<file path="config.mk">
export PLATFORM = sky130hd
export DESIGN_NAME = mlfq_div
export DESIGN_NICKNAME = d
export VERILOG_FILES = /design/src/design/mlfq_pkg.sv /design/src/design/mlfq_div.sv
export SDC_FILE = /design/constraint.sdc
export NUM_CORES = 1
export LEC_CHECK = 0
export ABC_AREA = 1
export ABC_CLOCK_PERIOD_IN_PS = 3740
export BUFFER_PORTS_ARGS = -buffer_cell sky130_fd_sc_hd__buf_2
export CORE_ASPECT_RATIO = 1.2
export CORE_MARGIN = 8
export CORE_UTILIZATION = 35
export CTS_CLUSTER_SIZE = 30
export DETAILED_ROUTE_END_ITERATION = 8
export HOLD_SLACK_MARGIN = 0.15
export PLACE_DENSITY = 0.49
export SYNTH_ARGS = -nofsm -noshare
export SYNTH_HDL_FRONTEND = slang
export SYNTH_SLANG_ARGS = --single-unit
export TNS_END_PERCENT = 1
</file>
<file path="constraint.sdc">
create_clock -name clock -period 3.74 [get_ports clock]
set_input_delay 0.374 -clock clock [delete_from_list [all_inputs] [get_ports clock]]
set_output_delay 0.374 -clock clock [all_outputs]
set_load 0.01 [all_outputs]
</file>
<file path="src/design/mlfq_pkg.sv">
// Package: sizes, command codes, slot entry type and fixed-point helpers.
package mlfq_pkg;

   localparam int SLOTS     = 64;
   localparam int FRAC_BITS = 16;
   localparam int SLOT_W    = $clog2(SLOTS);

   localparam logic signed [63:0] ONE_FX = 64'sd1 <<< FRAC_BITS;
   localparam logic signed [63:0] C59_FX = (64'sd59 * ONE_FX) / 64'sd60;
   localparam logic signed [63:0] C1_FX  = ONE_FX / 64'sd60;

   // shared multiplier operand and product widths
   localparam int MUL_A_W = 34;
   localparam int MUL_B_W = FRAC_BITS + 2;
   localparam int PROD_W  = MUL_A_W + MUL_B_W;

   // divider for the recent cpu decay factor
   localparam int DIV_NUM_W = 33 + FRAC_BITS;
   localparam int DIV_DEN_W = 34;
   localparam int DIV_REM_W = DIV_DEN_W + 1;
   localparam int DIV_CNT_W = $clog2(DIV_NUM_W + 1);
   localparam int FRAC_W    = FRAC_BITS + 1;

   localparam int RC_X100_MAX = 3276800;
   localparam int LA_X100_MAX = 6500;

   localparam logic [2:0] CMD_TICK     = 3'd0;
   localparam logic [2:0] CMD_SET_NICE = 3'd1;
   localparam logic [2:0] CMD_CREATE   = 3'd2;
   localparam logic [2:0] CMD_EXIT     = 3'd3;
   localparam logic [2:0] CMD_READ     = 3'd4;

   localparam logic CSR_MLFQ_ENABLE = 1'b0;
   localparam logic CSR_TICKS_PER_S = 1'b1;

   typedef struct packed {
      logic signed [5:0]  nice;
      logic signed [31:0] rc;
      logic [5:0]         pri;
   } slot_entry_type;

   function automatic logic signed [31:0] sat32(input logic signed [63:0] v);
      logic signed [31:0] r;
      if (v > 64'sd2147483647)
         r = 32'sh7FFFFFFF;
      else if (v < -64'sd2147483648)
         r = 32'sh80000000;
      else
         r = v[31:0];
      return r;
   endfunction

   // divide by one in fixed point, rounding toward zero
   function automatic logic signed [63:0] fx_trunc(input logic signed [PROD_W-1:0] p);
      logic signed [63:0] x;
      x = 64'(p);
      if (x < 0)
         x = x + ONE_FX - 64'sd1;
      return x >>> FRAC_BITS;
   endfunction

   function automatic logic [5:0] calc_priority(input logic signed [31:0] rc,
                                                input logic signed [5:0] nice);
      logic signed [47:0] q4;
      logic signed [47:0] v;
      logic signed [47:0] p;
      logic [5:0]         r;
      q4 = 48'(rc);
      if (q4 < 0)
         q4 = q4 + 48'sd3;
      q4 = q4 >>> 2;
      v = (48'sd63 <<< FRAC_BITS) - q4 - ((48'(nice) * 48'sd2) <<< FRAC_BITS);
      if (v < 0)
         v = v + (48'sd1 <<< FRAC_BITS) - 48'sd1;
      p = v >>> FRAC_BITS;
      if (p < 0)
         r = 6'd0;
      else if (p > 48'sd63)
         r = 6'd63;
      else
         r = p[5:0];
      return r;
   endfunction

endpackage

</file>
<file path="src/design/mlfq_div.sv">
// Restoring divider, one quotient bit per cycle, for the decay factor.
module mlfq_div
   import mlfq_pkg::*;
(
   input  logic                 clock,
   input  logic                 reset,
   input  logic                 start,
   input  logic [DIV_NUM_W-1:0] numer,
   input  logic [DIV_DEN_W-1:0] denom,
   output logic                 done,
   output logic [FRAC_W-1:0]    quot
);

   logic [DIV_NUM_W-1:0] num_ff,  num_in;
   logic [DIV_DEN_W-1:0] den_ff,  den_in;
   logic [DIV_REM_W-1:0] rem_ff,  rem_in;
   logic [DIV_CNT_W-1:0] cnt_ff,  cnt_in;
   logic                 busy_ff, busy_in;
   logic                 done_ff, done_in;
   logic [DIV_REM_W-1:0] rem_sh;
   logic                 fits;

   always_comb begin
      rem_sh  = {rem_ff[DIV_REM_W-2:0], num_ff[DIV_NUM_W-1]};
      fits    = rem_sh >= {1'b0, den_ff};
      num_in  = num_ff;
      den_in  = den_ff;
      rem_in  = rem_ff;
      cnt_in  = cnt_ff;
      busy_in = busy_ff;
      done_in = 1'b0;
      if (start) begin
         num_in  = numer;
         den_in  = denom;
         rem_in  = '0;
         cnt_in  = '0;
         busy_in = 1'b1;
      end else if (busy_ff) begin
         rem_in = fits ? rem_sh - {1'b0, den_ff} : rem_sh;
         num_in = {num_ff[DIV_NUM_W-2:0], fits};
         cnt_in = cnt_ff + 1'b1;
         if (cnt_ff == DIV_CNT_W'(DIV_NUM_W - 1)) begin
            busy_in = 1'b0;
            done_in = 1'b1;
         end
      end
   end

   always_ff @(posedge clock) begin
      num_ff <= num_in;
      den_ff <= den_in;
      rem_ff <= rem_in;
      cnt_ff <= cnt_in;
      if (reset) begin
         busy_ff <= 1'b0;
         done_ff <= 1'b0;
      end else begin
         busy_ff <= busy_in;
         done_ff <= done_in;
      end
   end

   assign done = done_ff;
   assign quot = num_ff[FRAC_W-1:0];

endmodule

</file>
==> results.md <==
* Startpoint types: flop
* # setup viols final at 0
* Critical Path, Cell by Cell: inv_1, ha_1, nand2_1, inv_2, nand2_1, nor2_1, nand2_1, nor2_2, a21oi_4, nand2_4, nand3_1, nand3_1, nand2_1
* Critical path endpoint category: flop
* Fin crit share at 72.1%
* Area leader, netlist: edfxtp_1
* DIE AREA at 0.0276 mm2
* DRC violations left at 0
* Clock slew at reported path FFs at 70 ps
* Nets at 1334
* Actual slew at the worst max-slew pin at 990 ps
* HPWL Detailed at 15500 um
* Setup_tns at 0 ps
* DR vias/cell at 4.59
* Clock Tree Buf Depth at 2
* Overall Power at 3.72 mW
* Top_reg_cell synth: edfxtp_1
* Core Rows at 60
* Worst-Skew Late Latency at 430 ps
* Routed wire length at 21500 um
* TritonCTS clock tree: done
* Register area share after synthesis at 42.3%
* Crit path DAT at 3060 ps
* Share of cells above drive strength 1 at 14.1%
* Power Density at 392 mW/mm2
* Global Route Usage Sum at 16.1%
* Register area at 0.00333 mm2
* Grt ovf at 0
* Crit-path slowest cell: a21oi_4
* Vias in the first global route at 7149
* Post_cts resized at 0
* Fin crit period at 2700 ps
* Area of the core at 0.0223 mm2
* # Max-Cap Violations at 0
* CP Class: flop to flop
* Met1 usage at 19.9%
* Max VDD drop at 298 uV
* Area occupied by multi-input gates at 0.00363 mm2
* Post-synthesis cell count at 1092
* Status: completed
* Grt met2 use at 27.4%
* Initial antenna violation count at 0
* Post-synth EDFFs at 83
* H-tree Lvls at 4
* DRT antenna net count at 0
* Global routing's busiest layer: met2
* Die X at 153 um
* Synth area leaders: edfxtp_1 32%, nand2_1 21%, dfxtp_1 11%
* Die Y at 180 um
* Layout area overhead at 20.2%
* CTS Root Cell: clkbuf_16
* Pleak at 4.88 nW
* CP required at 4100 ps
* Initial drt markers at 319
* I/O pin count at 104
* Largest fanout on the critical path at 33
* First-pass GRT wire length at 36000 um
* Final hold slack at 213 ps
* Fin. Hold Viols at 0
* Drt first pass iters at 5
* Count of final max-slew check failures at 0
* Largest net degree at the start of global routing at 67
* Post-CTS Setup Bufs at 0
* Synthesized area at 0.00789 mm2
* Syn_nets at 1215
* Commonest cells post-synth: 431 x nand2_1, 164 x inv_1, 96 x nand3_1
* CP peak stage delay at 530 ps
* CP dominant cell by count: nand2_1
* Filler cell count at 2355
* Worst slew margin at 33.9%
* Drt wl/cell at 14.3 um
* Clock sink count at 125
* Cts bufs inserted at 17
* Most common cell in the netlist: nand2_1
* Synth Register Bits at 125
* Library cells used by synthesis at 36
* Initial core utilization at 35.4%
* Yosys warning total at 0
* ANT cells at 0
* Max frequency at 371 MHz
* Mapped Avg Cell Area at 7.22 um2
* RSZ-0062 raised after global routing: no
* Routability Congestion at 0.904
* Type of the worst min-delay path: primary input to flop
* Met3 Use GR at 3.57%
* Async set-reset flop share out of synthesis at 0%
* Final Skew at 11.9 ps
* DR vias at 6902
* Share of the synthesized area in the top cell type at 31.6%
* Buffers added on ports at 103
## timing repair
action,CTS,global route
hold buffers,35,0
endpoints found under the setup margin,0,0
hold endpoints to repair,36,0
## through the flow
| step | instances | util, % | setup WS (ps) | area, um2 |
|---|---|---|---|---|
| detailed placement | 1436 | 38.3 | 1020 | 8540 |
| CTS | 1503 | 42.5 | 1000 | 9480 |
| global placement | 1436 | 38.3 | 1060 | 8540 |
| global route | 1503 | 42.5 | 747 | 9480 |
| floorplan | 1092 | - | 754 | 7890 |
| finish | 1503 | 42.5 | 1040 | 9480 |
## worst paths after layout
check | startpoint | endpoint | slack [ps] | cells past startpoint
worst max-delay path | den_ff[11] | rem_ff[27] | 1040 | 13
worst min-delay path | numer[29] | num_ff[29] | 210 | 3
worst max register to register | den_ff[11] | rem_ff[27] | 1040 | 13
worst min register to register | rem_ff[20] | rem_ff[20] | 470 | 2
## routing by layer
layer | wire [um] | share of wire, %
met5 | 0 | 0
met4 | 329 | 1.5
met3 | 895 | 4.2
met2 | 10000 | 47
met1 | 10200 | 48
## power by group
part | total [mW] | internal, mW | switching [mW] | leakage, nW
Combinational | 0.408 | 0.158 | 0.250 | 3.41
Sequential | 1.61 | 1.58 | 0.0307 | 1.18
Clock | 1.70 | 1.00 | 0.700 | 0.289
## placed cells by master (no fill, tap or decap), types with 2 or more instances in the layout
cell type | Yosys | layout
buf_4 | 17 | 5
nor3_1 | 8 | 8
inv_1 | 164 | 163
xor2_1 | 2 | 2
nand3_1 | 96 | 96
nand2_1 | 431 | 431
clkinv_4 | 0 | 4
nor4_1 | 2 | 2
nor3_2 | 2 | 2
nand4_1 | 6 | 6
inv_6 | 0 | 5
clkbuf_16 | 0 | 17
nand2_4 | 2 | 2
nor2_1 | 51 | 49
o21bai_1 | 4 | 4
nand3b_1 | 17 | 17
nor2_2 | 5 | 6
o21ai_0 | 9 | 9
clkinv_1 | 3 | 3
edfxtp_1 | 83 | 83
a21oi_1 | 26 | 26
bufinv_16 | 0 | 2
o21ai_1 | 16 | 16
nand2_2 | 5 | 5
inv_2 | 14 | 15
dfxtp_1 | 42 | 42
dlygate4sd3_1 | 0 | 35
xnor2_1 | 17 | 17
ha_1 | 36 | 36
buf_2 | 9 | 102
nor2_4 | 1 | 2
clkbuf_1 | 13 | 2
## registers in the layout, summed over array words and instances, names as in the netlist
register and count:
cnt_ff 6, rem_ff 34, den_ff 34, done 1, num_ff 49, busy_ff 1
## kinds of logic after synthesis
logic type / share of synthesized area, %
compound gates: 4.01
xor+xnor: 2.11
fa+ha+maj: 5.96
buf+inv: 11.8
flops: 42.3
simple gates: 33.8
## area by class of cell
| class | count | area share, % |
|---|---|---|
| inverter | 181 | 7.17 |
| timing repair buffer | 142 | 9.48 |
| multi-input combinational | 744 | 38.3 |
| clock buffer | 19 | 4.57 |
| tap | 279 | 3.68 |
| sequential | 125 | 35.2 |
| clock inverter | 13 | 1.64 |
## critical path: cells and delay by family (launching register included)
kind	cells	cell delay [ps]
simple gates	9	1320
flops	1	330
fa+ha+maj	1	360
compound gates	1	530
buf+inv	2	80
No activity file was read; power rests on OpenSTA's default activity.
